<file path="config.mk">
export PLATFORM = sky130hd
export DESIGN_NAME = pulse_period_rate_meter
export DESIGN_NICKNAME = d
export VERILOG_FILES = /design/src/rtl/pprm_pkg.sv /design/src/rtl/pulse_period_rate_meter.sv /design/src/rtl/pprm_front.sv /design/src/rtl/pprm_jobq.sv /design/src/rtl/pprm_back.sv
export SDC_FILE = /design/constraint.sdc
export NUM_CORES = 1
export LEC_CHECK = 0
export BUFFER_PORTS_ARGS = -buffer_cell sky130_fd_sc_hd__clkbuf_2
export CAP_MARGIN = 20
export CORE_UTILIZATION = 35
export DETAILED_ROUTE_END_ITERATION = 10
export PLACE_DENSITY = 0.5
export SKIP_LAST_GASP = 1
export SYNTH_ARGS = -nofsm -noshare
export SYNTH_HDL_FRONTEND = slang
export SYNTH_SLANG_ARGS = --single-unit
</file>
<file path="constraint.sdc">
create_clock -name clk_i -period 5.3 [get_ports clk_i]
set_clock_uncertainty 0.05 [all_clocks]
set_input_delay 0.265 -clock clk_i [delete_from_list [all_inputs] [get_ports clk_i]]
set_output_delay 0.265 -clock clk_i [all_outputs]
set_load 0.05 [all_outputs]
</file>
<file path="src/rtl/pprm_pkg.sv">
package pprm_pkg;

  localparam int unsigned NUM_W   = 32;
  localparam int unsigned MAX_W   = 16;
  localparam int unsigned TMO_W   = 25;
  localparam int unsigned RELOAD_W = 8;
  localparam int unsigned RATE_W  = 16;
  localparam int unsigned CFG_IDX_W = 2;
  localparam int unsigned CFG_DATA_W = 32;
  localparam int unsigned STEP_W  = 5;
  localparam int unsigned CMP_W   = 33;

  localparam logic [NUM_W-1:0]    NUM_RESET    = 32'd9600000;
  localparam logic [MAX_W-1:0]    MAX_RESET    = 16'd65248;
  localparam logic [TMO_W-1:0]    TMO_RESET    = 25'h100_0000 + 25'h1_0000;
  localparam logic [RELOAD_W-1:0] RELOAD_RESET = 8'd12;

  typedef enum logic [CFG_IDX_W-1:0] {
    REG_RATE_NUM   = 2'd0,
    REG_MAX_RATE   = 2'd1,
    REG_TIMEOUT    = 2'd2,
    REG_RELOAD     = 2'd3
  } cfg_reg_e;

  typedef struct packed {
    logic [NUM_W-1:0]    rate_numerator;
    logic [MAX_W-1:0]    max_rate;
    logic [TMO_W-1:0]    timeout_ticks;
    logic [RELOAD_W-1:0] reload_offset;
  } cfg_t;

  typedef enum logic {
    JOB_RATE    = 1'b0,
    JOB_TIMEOUT = 1'b1
  } job_kind_e;

  typedef enum logic [1:0] {
    BK_IDLE = 2'd0,
    BK_DIV  = 2'd1,
    BK_WB   = 2'd2
  } back_state_e;

endpackage

</file>
<file path="src/rtl/pulse_period_rate_meter.sv">
// Channel   Direction  Handshake              Payload
// ticks     in         push / full            pulse_level_i
// results   out        empty / pop            rate_o, over_range_o, timed_out_o
// config    in         cfg_valid_i / cfg_ready_o  cfg_index_i, cfg_data_i
//
// One tick is taken per cycle while the job queue has room; a tick that makes
// no result costs nothing downstream.
// A rate result in the back: idle loads the job, 32 divider steps, write-back
// once the output is free; timeout and zero-period results skip the divider.
// full rises when two jobs (JobDepth) wait, e.g. edges closer than the divider.
// Reset clears counter state and loads the register defaults; cfg_ready_o is 1.
module pulse_period_rate_meter
  import pprm_pkg::*;
#(
  parameter int unsigned CountWidth = 25,
  parameter int unsigned JobDepth   = 2
) (
  input  logic                  clk_i,
  input  logic                  rst_ni,
  input  logic                  push,
  output logic                  full,
  input  logic                  pulse_level_i,
  input  logic                  pop,
  output logic                  empty,
  output logic [RATE_W-1:0]     rate_o,
  output logic                  over_range_o,
  output logic                  timed_out_o,
  input  logic                  cfg_valid_i,
  output logic                  cfg_ready_o,
  input  logic [CFG_IDX_W-1:0]  cfg_index_i,
  input  logic [CFG_DATA_W-1:0] cfg_data_i
);

  cfg_t                  cfg_q;
  logic                  accept;
  logic                  job_push;
  job_kind_e             job_kind_w;
  logic [CountWidth-1:0] job_period_w;
  logic [CountWidth:0]   jq_wdata, jq_rdata;
  logic                  jq_full, jq_empty, jq_pop;

  assign cfg_ready_o = 1'b1;

  always_ff @(posedge clk_i or negedge rst_ni) begin
    if (!rst_ni) begin
      cfg_q.rate_numerator <= NUM_RESET;
      cfg_q.max_rate       <= MAX_RESET;
      cfg_q.timeout_ticks  <= TMO_RESET;
      cfg_q.reload_offset  <= RELOAD_RESET;
    end else if (cfg_valid_i) begin
      case (cfg_reg_e'(cfg_index_i))
        REG_RATE_NUM: cfg_q.rate_numerator <= cfg_data_i;
        REG_MAX_RATE: cfg_q.max_rate       <= cfg_data_i[MAX_W-1:0];
        REG_TIMEOUT:  cfg_q.timeout_ticks  <= cfg_data_i[TMO_W-1:0];
        REG_RELOAD:   cfg_q.reload_offset  <= cfg_data_i[RELOAD_W-1:0];
        default: begin
        end
      endcase
    end
  end

  assign full   = jq_full;
  assign accept = push & ~jq_full;

  pprm_front #(
    .CountWidth(CountWidth)
  ) u_front (
    .clk_i       (clk_i),
    .rst_ni      (rst_ni),
    .cfg_i       (cfg_q),
    .accept_i    (accept),
    .level_i     (pulse_level_i),
    .job_valid_o (job_push),
    .job_kind_o  (job_kind_w),
    .job_period_o(job_period_w)
  );

  assign jq_wdata = {job_kind_w, job_period_w};

  pprm_jobq #(
    .Width(CountWidth + 1),
    .Depth(JobDepth)
  ) u_jobq (
    .clk_i  (clk_i),
    .rst_ni (rst_ni),
    .push_i (job_push),
    .data_i (jq_wdata),
    .pop_i  (jq_pop),
    .data_o (jq_rdata),
    .full_o (jq_full),
    .empty_o(jq_empty)
  );

  pprm_back #(
    .CountWidth(CountWidth)
  ) u_back (
    .clk_i       (clk_i),
    .rst_ni      (rst_ni),
    .cfg_i       (cfg_q),
    .job_empty_i (jq_empty),
    .job_kind_i  (job_kind_e'(jq_rdata[CountWidth])),
    .job_period_i(jq_rdata[CountWidth-1:0]),
    .job_pop_o   (jq_pop),
    .pop_i       (pop),
    .empty_o     (empty),
    .rate_o      (rate_o),
    .over_range_o(over_range_o),
    .timed_out_o (timed_out_o)
  );

  a_no_job_overflow: assert property (@(posedge clk_i) disable iff (!rst_ni)
    job_push |-> !jq_full)
    else $error("job pushed into full queue");

  a_timeout_clean: assert property (@(posedge clk_i) disable iff (!rst_ni)
    (!empty && timed_out_o) |-> (rate_o == '0 && !over_range_o))
    else $error("timeout result carries rate or over-range");

  a_over_clean: assert property (@(posedge clk_i) disable iff (!rst_ni)
    (!empty && over_range_o) |-> (rate_o == '0 && !timed_out_o))
    else $error("over-range result carries rate or timeout");

  a_pop_only_when_ready: assert property (@(posedge clk_i) disable iff (!rst_ni)
    jq_pop |-> !jq_empty)
    else $error("back popped an empty job queue");

endmodule

</file>
<file path="src/rtl/pprm_front.sv">
module pprm_front
  import pprm_pkg::*;
#(
  parameter int unsigned CountWidth = 25
) (
  input  logic                  clk_i,
  input  logic                  rst_ni,
  input  cfg_t                  cfg_i,
  input  logic                  accept_i,
  input  logic                  level_i,
  output logic                  job_valid_o,
  output job_kind_e             job_kind_o,
  output logic [CountWidth-1:0] job_period_o
);

  logic                  prev_q, prev_d;
  logic                  rep_q, rep_d;
  logic [CountWidth-1:0] count_q, count_d;
  logic [CountWidth-1:0] count_inc;
  logic [CMP_W-1:0]      tmo_ext;
  logic                  rise;
  logic                  hit;

  assign rise      = level_i & ~prev_q;
  assign count_inc = (&count_q) ? count_q : count_q + CountWidth'(1);
  assign tmo_ext   = {{(CMP_W-TMO_W){1'b0}}, cfg_i.timeout_ticks};
  assign hit       = {{(CMP_W-CountWidth){1'b0}}, count_inc} >= tmo_ext;

  always_comb begin
    prev_d       = prev_q;
    rep_d        = rep_q;
    count_d      = count_q;
    job_valid_o  = 1'b0;
    job_kind_o   = JOB_RATE;
    job_period_o = count_q;
    if (accept_i) begin
      prev_d = level_i;
      if (rise) begin
        count_d     = {{(CountWidth-RELOAD_W){1'b0}}, cfg_i.reload_offset};
        rep_d       = 1'b0;
        job_valid_o = 1'b1;
      end else if (hit) begin
        count_d     = tmo_ext[CountWidth-1:0];
        rep_d       = 1'b1;
        job_valid_o = ~rep_q;
        job_kind_o  = JOB_TIMEOUT;
      end else begin
        count_d = count_inc;
      end
    end
  end

  always_ff @(posedge clk_i or negedge rst_ni) begin
    if (!rst_ni) begin
      prev_q  <= 1'b0;
      rep_q   <= 1'b0;
      count_q <= '0;
    end else begin
      prev_q  <= prev_d;
      rep_q   <= rep_d;
      count_q <= count_d;
    end
  end

endmodule

</file>
<file path="src/rtl/pprm_jobq.sv">
module pprm_jobq
  import pprm_pkg::*;
#(
  parameter int unsigned Width = 26,
  parameter int unsigned Depth = 2
) (
  input  logic             clk_i,
  input  logic             rst_ni,
  input  logic             push_i,
  input  logic [Width-1:0] data_i,
  input  logic             pop_i,
  output logic [Width-1:0] data_o,
  output logic             full_o,
  output logic             empty_o
);

  localparam int unsigned PtrW = $clog2(Depth);
  localparam int unsigned CntW = $clog2(Depth + 1);

  logic [Width-1:0] mem [Depth];
  logic [PtrW-1:0]  wr_q, rd_q;
  logic [CntW-1:0]  cnt_q;
  logic             do_push, do_pop;

  assign full_o  = cnt_q == CntW'(Depth);
  assign empty_o = cnt_q == '0;
  assign do_push = push_i & ~full_o;
  assign do_pop  = pop_i & ~empty_o;
  assign data_o  = mem[rd_q];

  always_ff @(posedge clk_i) begin
    if (do_push) begin
      mem[wr_q] <= data_i;
    end
  end

  always_ff @(posedge clk_i or negedge rst_ni) begin
    if (!rst_ni) begin
      wr_q  <= '0;
      rd_q  <= '0;
      cnt_q <= '0;
    end else begin
      if (do_push) begin
        wr_q <= (wr_q == PtrW'(Depth - 1)) ? '0 : wr_q + PtrW'(1);
      end
      if (do_pop) begin
        rd_q <= (rd_q == PtrW'(Depth - 1)) ? '0 : rd_q + PtrW'(1);
      end
      if (do_push && !do_pop) begin
        cnt_q <= cnt_q + CntW'(1);
      end else if (do_pop && !do_push) begin
        cnt_q <= cnt_q - CntW'(1);
      end
    end
  end

endmodule

</file>
<file path="src/rtl/pprm_back.sv">
module pprm_back
  import pprm_pkg::*;
#(
  parameter int unsigned CountWidth = 25
) (
  input  logic                  clk_i,
  input  logic                  rst_ni,
  input  cfg_t                  cfg_i,
  input  logic                  job_empty_i,
  input  job_kind_e             job_kind_i,
  input  logic [CountWidth-1:0] job_period_i,
  output logic                  job_pop_o,
  input  logic                  pop_i,
  output logic                  empty_o,
  output logic [RATE_W-1:0]     rate_o,
  output logic                  over_range_o,
  output logic                  timed_out_o
);

  back_state_e           state_q, state_d;
  logic [CountWidth-1:0] per_q, per_d;
  logic [CountWidth-1:0] rem_q, rem_d;
  logic [NUM_W-1:0]      quo_q, quo_d;
  logic [STEP_W-1:0]     step_q, step_d;
  logic                  out_valid_q, out_valid_d;
  logic [RATE_W-1:0]     rate_q, rate_d;
  logic                  over_q, over_d;
  logic                  tout_q, tout_d;
  logic                  slot_free;
  logic                  per_zero;
  logic                  wr_out;
  logic [CountWidth:0]   shifted;
  logic [CountWidth:0]   trial;
  logic                  ge;
  logic                  too_big;

  assign slot_free = ~out_valid_q | pop_i;
  assign per_zero  = job_period_i == '0;
  assign shifted   = {rem_q, quo_q[NUM_W-1]};
  assign trial     = shifted - {1'b0, per_q};
  assign ge        = shifted >= {1'b0, per_q};
  assign too_big   = quo_q > {{(NUM_W-MAX_W){1'b0}}, cfg_i.max_rate};

  always_comb begin
    state_d   = state_q;
    per_d     = per_q;
    rem_d     = rem_q;
    quo_d     = quo_q;
    step_d    = step_q;
    rate_d    = rate_q;
    over_d    = over_q;
    tout_d    = tout_q;
    job_pop_o = 1'b0;
    wr_out    = 1'b0;
    case (state_q)
      BK_IDLE: begin
        if (!job_empty_i) begin
          if (job_kind_i == JOB_RATE && !per_zero) begin
            job_pop_o = 1'b1;
            per_d     = job_period_i;
            rem_d     = '0;
            quo_d     = cfg_i.rate_numerator;
            step_d    = '0;
            state_d   = BK_DIV;
          end else if (slot_free) begin
            job_pop_o = 1'b1;
            wr_out    = 1'b1;
            rate_d    = '0;
            over_d    = job_kind_i == JOB_RATE;
            tout_d    = job_kind_i == JOB_TIMEOUT;
          end
        end
      end
      BK_DIV: begin
        rem_d  = ge ? trial[CountWidth-1:0] : shifted[CountWidth-1:0];
        quo_d  = {quo_q[NUM_W-2:0], ge};
        step_d = step_q + STEP_W'(1);
        if (step_q == STEP_W'(NUM_W - 1)) begin
          state_d = BK_WB;
        end
      end
      BK_WB: begin
        if (slot_free) begin
          wr_out  = 1'b1;
          rate_d  = too_big ? '0 : quo_q[RATE_W-1:0];
          over_d  = too_big;
          tout_d  = 1'b0;
          state_d = BK_IDLE;
        end
      end
      default: begin
        state_d = BK_IDLE;
      end
    endcase
    out_valid_d = (out_valid_q & ~pop_i) | wr_out;
  end

  always_ff @(posedge clk_i or negedge rst_ni) begin
    if (!rst_ni) begin
      state_q     <= BK_IDLE;
      out_valid_q <= 1'b0;
      step_q      <= '0;
    end else begin
      state_q     <= state_d;
      out_valid_q <= out_valid_d;
      step_q      <= step_d;
    end
  end

  always_ff @(posedge clk_i) begin
    per_q  <= per_d;
    rem_q  <= rem_d;
    quo_q  <= quo_d;
    rate_q <= rate_d;
    over_q <= over_d;
    tout_q <= tout_d;
  end

  assign empty_o      = ~out_valid_q;
  assign rate_o       = rate_q;
  assign over_range_o = over_q;
  assign timed_out_o  = tout_q;

endmodule

</file>
======== Yosys cells after proc, flatten, opt, wreduce, memory -nomap -nowiden ========
Memory sizes are Yosys's and may differ from the RTL's.
Index checks and enable logic that the tools add are counted.
storage, ports and cells
  flip-flop bits (word level) ............. 220
  input port bits ......................... 40
  memories kept ........................... 1
  bits in writable memories ............... 52
memories
  name        words  bits a word  rd ports  clocked after memory_dff  write ports  line             source
  u_jobq.mem  2      26           1         0                         1            pprm_jobq.sv:20  logic [Width-1:0] mem [Depth];
cells by class
  reductions and logical operators ........ 24
  eq/ne operators ......................... 13
  mux-type cells .......................... 55
  bitwise operators ....................... 14
  add/sub/neg operators ................... 7
  order comparisons ....................... 3
operators with widths
  cell                   number
  $mux 25                6
  $mux 16                5
  $mux 32                2
  $pmux 32 s2            1
  $pmux 25 s2            1
  $gt 32x16->1           1
  $pmux 16 s2            1
  $ge 26x25->1           1
  $mux 1                 26
  $add 25x1->25 const B  1
  $ge 25x25->1           1
  $logic_not 25->1       1
  $reduce_and 25->1      1
  $sub 25x25->25         1
  $mux 2                 6
  $mux 5                 2
  $pmux 5 s2             1
  $reduce_and 2->1       5
  $eq 2x2->1 const B     4
  $ne 2x1->1 const B     4
  $reduce_bool 2->1      4
  $not 1->1              7
  $logic_not 2->1        3
  $pmux 1 s2             3
  other kinds (15)       28

======== Depth between registers and ports, before layout ========
  depth after elaboration ................. 11
  mapped depth ............................ 19
  depth with buffers taken out ............ 19

======== Cells and area by module ========
A second synthesis with hierarchy kept.
second synthesis, totals
  cell total of the unflattened synthesis .. 1204
  area, all modules ....................... 14202.4 um^2
by module, submodules not included
  module                   cells each  area each (um^2)  seq. area each (um^2)  times used
  pprm_back                605         6209.7            3203.1                 1
  pulse_period_rate_meter  175         3086.7            2054.5                 1
  pprm_front               324         2732.6            675.6                  1
  pprm_jobq                100         2173.3            1661.6                 1

======== Worst setup path after synthesis ========
OpenSTA, ideal clock, no wires.
  path kind ............................... flip-flop to flip-flop
  start point ............................. reg u_front.count_q[0], in the netlist u_front.job_period_o[0]
  end point ............................... mem u_jobq.mem[0][0], enable pin
  setup slack ............................. 0.535 ns
  data required time ...................... 4.841 ns
  stages on the path, launching flop included .. 16
  arrival time ............................ 4.306 ns
  period minus slack after synthesis ...... 4.765 ns
  cell sequence ........................... dfrtp_1 > ha_1 > inv_1 > nor4_4 > a21oi_1 > and3_1 > and3_1 > xor2_1 > ha_1 > nand3_1 > nor3_1 > o2111ai_1 > a31oi_1 > nor2b_1 > o21ai_1 > nor2_1
between the ends
  cells in the longest elaborated chain, start to end .. 9
  elaborated cells on any way between the ends .. 10
  classes of those cells .................. 1 x add/sub; 1 x order compare; 6 x mux; 1 x bitwise; 1 x reduce/logical
ends and longest elaborated chain
  element                                                    line              source
  from (decl)                                                pprm_front.sv:18  logic [CountWidth-1:0] count_q, count_d;
  from (signal assigned)                                     pprm_front.sv:61  count_q <= count_d;
  $add 25x1->25 / $reduce_and 25->1 (equally long branches)  pprm_front.sv:25  assign count_inc = (&count_q) ? count_q : count_q + CountWidth'(1);
  $mux 25 (*)                                                pprm_front.sv:25
  $ge 25x25->1 (*)                                           pprm_front.sv:27  assign hit = {{(CMP_W-CountWidth){1'b0}}, count_inc} >= tmo_ext;
  $mux 1 (*)                                                 pprm_front.sv:42  end else if (hit) begin
  $mux 1 (*)                                                 pprm_front.sv:38  if (rise) begin
  $mux 1 (*)                                                 pprm_front.sv:36  if (accept_i) begin
  $and 1x1->1 (*)                                            pprm_jobq.sv:27   assign do_push = push_i & ~full_o;
  $mux 1 (*)                                                 pprm_jobq.sv:32   if (do_push) begin
  $mux 1 (implied by the code) (*)                           pprm_jobq.sv:33   mem[wr_q] <= data_i;
  to (decl)                                                  pprm_jobq.sv:20
Mark *: on every way between the ends. The rest lies on a longest branch, timed or not.

======== Final worst setup path ========
  start point ............................. reg u_front.count_q[0], in the netlist u_front.job_period_o[0]
  end point ............................... reg u_front.count_q[20], in the netlist u_front.job_period_o[20]
between the ends
  cells in the longest elaborated chain, start to end .. 5
  elaborated cells on any way between the ends .. 6
  classes of those cells .................. 1 x add/sub; 1 x order compare; 3 x mux; 1 x reduce/logical
ends and longest elaborated chain
  element                                                    line
  $add 25x1->25 / $reduce_and 25->1 (equally long branches)  pprm_front.sv:25
  $mux 25 (*)                                                pprm_front.sv:25
  $ge 25x25->1                                               pprm_front.sv:27
  $mux 25 (*)                                                pprm_front.sv:42
  $mux 25 (*)                                                pprm_front.sv:38
Marks and branches as above.
A chain may end at the register's enable or synchronous reset.

==> results.sh <==
export IMPL_status="finished, final reports clean"
export IMPL_diodes=0
export IMPL_period_share_pct=93.2
export IMPL_fin_crit_ns=4.94
export IMPL_die_h_um=202
export IMPL_num_io_pins=61
export IMPL_area_delta_synth_final_pct=16.8
export IMPL_min_path_type="in2reg"
export IMPL_clock_sinks=272
export IMPL_synth_edf_count=152
export IMPL_setup_tns_ns=0
export IMPL_cts_root_buf="clkbuf_16"
export IMPL_grt_max_degree=64
export IMPL_ff2ff_setup_slack_ns=0.36
export IMPL_drv_cap=0
export IMPL_synth_ff_type="edfxtp_1"
export IMPL_layout_drive_gt1_share_pct=20.8
export IMPL_r2r_start="u_front.job_period_o[0]"
export IMPL_critPathKind="reg2reg"
export IMPL_cp_start_kind="flop"
export IMPL_vias=9713
export IMPL_yosysSeqAreaShare_pct=54.0
export IMPL_drt_iter0_drc=574
export IMPL_r2r_end="u_front.job_period_o[20]"
export IMPL_syn_area_mm2=0.0141
export IMPL_gr_total_overflow=0
export IMPL_grt_use_total_pct=17.6
export IMPL_initial_core_util_pct=35.5
export IMPL_final_max_slew_viol_count=0
export IMPL_numCtsBuffers=30
export IMPL_finalHoldViolations=0
export IMPL_max_freq_mhz=203
export IMPL_ys_types=71
export IMPL_row_count=73
export IMPL_die_x_um=202
export IMPL_ctsLongestPathBuffers=3
export IMPL_arrival_ns=5.34
export IMPL_cts_htree_levels=1
export IMPL_drt_wl_total_mm=35.2
export IMPL_ff2ff_path_depth=16
export IMPL_crit_required_ns=5.70
export IMPL_cts_tree="built"
export IMPL_grt_pass1_vias=9958
export IMPL_antenna_left=0
export IMPL_antenna_found_initial=1
export IMPL_powerDensity_mw_per_mm2=558
export IMPL_clkTransAtPathRegs_ns=0.06
export IMPL_worstSkewPairLatency_ns=0.58
export IMPL_crit_end="u_front.job_period_o[20]"
export IMPL_slew_headroom_pct=34.1
export IMPL_worst_slack_ns=0.363
export IMPL_startpoint="u_front.job_period_o[0]"
export IMPL_synthCells=1243
export IMPL_synth_nets=1354
export IMPL_die_area_mm2=0.0410
export IMPL_worst_slew_pin_slew_ns=0.984
export IMPL_synth_warnings=0
export IMPL_portBuffers=59
export IMPL_setup_violations=0
export IMPL_post_place_ws_ns=0.304
export IMPL_place_congestion=0.833
export IMPL_rsz0062_at_grt="false"
export IMPL_core_area_mm2=0.0396
export IMPL_routedWlPerCell_um=18.5
export IMPL_synth_area_per_cell_um2=11.3
export IMPL_num_nets_final=1461
export IMPL_dr_pass1_iters=5
export IMPL_vdd_ir_drop_max_uv=290
export IMPL_grt_pass1_wl_mm=56.8
export IMPL_endpoint_kind="flop"
export IMPL_cp_max_fo=48
export IMPL_postCtsSetupBuffers=0
export IMPL_p_leak_nw=6.81
export IMPL_via_per_inst=5.11
export IMPL_power_mw=9.16
export IMPL_dp_hpwl_mm=25.0
export IMPL_ys_ff_latch=272
export IMPL_async_flop_share_pct=44.1
export IMPL_route_detailed_drc=0
==> logic make-up after synthesis <==
kind of cell | Yosys count | synth area share, %
buffers and inverters | 128 | 3.79
AO/OA/AOI/OAI | 239 | 11.0
adder cells (fa/ha/maj) | 71 | 6.37
other | 1 | 0.0267
XOR/XNOR | 40 | 2.49
flip-flops | 272 | 54.0
multiplexers | 111 | 8.89
AND/OR/NAND/NOR | 381 | 13.4
==> synth_stat cells, types with 31 or more instances <==
| master | count | area [um^2] |
|---|---|---|
| clkbuf_1 | 31 | 116 |
| nand2_1 | 165 | 619 |
| dfrtp_1 | 98 | 2450 |
| o21ai_0 | 67 | 335 |
| ha_1 | 70 | 876 |
| a21oi_1 | 60 | 300 |
| mux2_2 | 107 | 1200 |
| inv_1 | 81 | 304 |
| edfxtp_1 | 152 | 4560 |
| nand3_1 | 32 | 160 |
| nor2_1 | 39 | 146 |
| xnor2_1 | 32 | 280 |
==> power breakdown <==
part           leakage (nW)  internal, mW  total [mW]  switching (mW)
Sequential             2.93          3.08        3.50           0.414
Combinational          3.39          1.47        3.60            2.14
Clock                 0.495          1.20        2.07           0.862
==> timing repair <==
item | CTS | global route
setup endpoints to repair | 0 | 1
hold buffers | 34 | 0
endpoints found under the hold margin | 123 | 0
resized for setup | 0 | 2
==> flip-flops by register name, indices dropped and copies added, names as in the netlist <==
signal	flops
u_jobq.cnt_q	2
u_back.over_range_o	1
u_back.step_q	5
u_jobq.wr_q	1
u_jobq.rd_q	1
u_back.rate_o	16
u_back.quo_q	32
u_front.job_period_o	25
u_jobq.mem	52
u_back.rem_q	25
u_front.prev_q	1
u_back.timed_out_o	1
u_back.per_q	25
cfg_q	81
u_back.out_valid_q	1
u_front.rep_q	1
u_back.state_q	2
==> stage by stage <==
step | instances | area [um^2] | hold slack (ns) | util (%)
global placement | 1807 | 15000 | 0.374 | 37.9
global route | 1899 | 16400 | 0.0172 | 41.4
CTS | 1898 | 16400 | 0.0134 | 41.4
floorplan | 1243 | 14100 | -0.0806 | -
finish | 1899 | 16400 | 0.0311 | 41.4
detailed placement | 1808 | 15100 | 0.367 | 38.0
==> worst max-delay path: stages (launching register included) <==
cell and delay, ns:
dfrtp_1 0.51, ha_1 0.29, inv_1 0.11, nor4_4 0.42, a21oi_1 0.29, and3_1 0.34
and3_1 0.25, xor2_1 0.15, ha_1 0.30, nand3_1 0.09, nor3_1 0.43, o2111ai_1 0.27
a31oi_4 0.22, buf_4 0.44, nor2_1 0.23, a21o_1 0.22, a32o_1 0.20
==> how the worst min path moves through the flow <==
| stage | startpoint | endpoint | cells past startpoint |
|---|---|---|---|
| final | cfg_data_i[4] | cfg_q[37] | 2 |
| after floorplan | rst_ni | cfg_q[0] | 0 |
| after CTS | cfg_data_i[4] | cfg_q[37] | 2 |
| after global routing | cfg_data_i[4] | cfg_q[53] | 2 |
| after global placement | rst_ni | cfg_q[57] | 1 |
| after detailed placement | rst_ni | cfg_q[57] | 1 |
==> cells in the final DEF, fill, tap and decap left out, types with 5 or more instances in the layout <==
master / Yosys / layout
a31oi_1: 7 / 6
dfrtp_1: 98 / 98
o21a_1: 13 / 13
nor2b_1: 12 / 10
clkbuf_2: 0 / 58
mux2_2: 107 / 107
ha_1: 70 / 70
o211ai_1: 7 / 7
a211oi_1: 10 / 10
o21ai_0: 67 / 67
and3_1: 24 / 24
nand4_1: 24 / 24
and2_1: 10 / 10
nor4_1: 10 / 10
nand2_1: 165 / 165
dfstp_2: 22 / 22
clkbuf_16: 0 / 31
nand2b_1: 9 / 8
clkbuf_1: 31 / 6
buf_4: 1 / 27
inv_1: 81 / 80
or3_1: 5 / 5
clkinv_2: 0 / 8
xor2_1: 8 / 8
xnor2_1: 32 / 32
clkbuf_8: 0 / 6
edfxtp_1: 152 / 152
nand3_1: 32 / 32
o31ai_1: 5 / 5
o2111ai_1: 5 / 5
a21oi_1: 60 / 60
dlygate4sd3_1: 0 / 34
nor3b_1: 17 / 16
nor3_1: 15 / 15
nor2_1: 39 / 37
a21o_1: 16 / 16
==> cell type report <==
type                       instances  area, um^2
clock inverter                    13         108
timing repair buffer             122         908
tap                              525         657
inverter                          81         304
fill                            3826       23200
multi-input combinational        843        5970
clock buffer                      43         881
sequential                       272        7590
==> layer usage <==
layer  part of all wire, %  track usage (%)
met5                 0.037                0
met4                   2.1             4.62
met1                    47             24.2
met2                    47             29.0
met3                   3.3             2.32
Note: power is estimated with default switching activity, not from simulation.
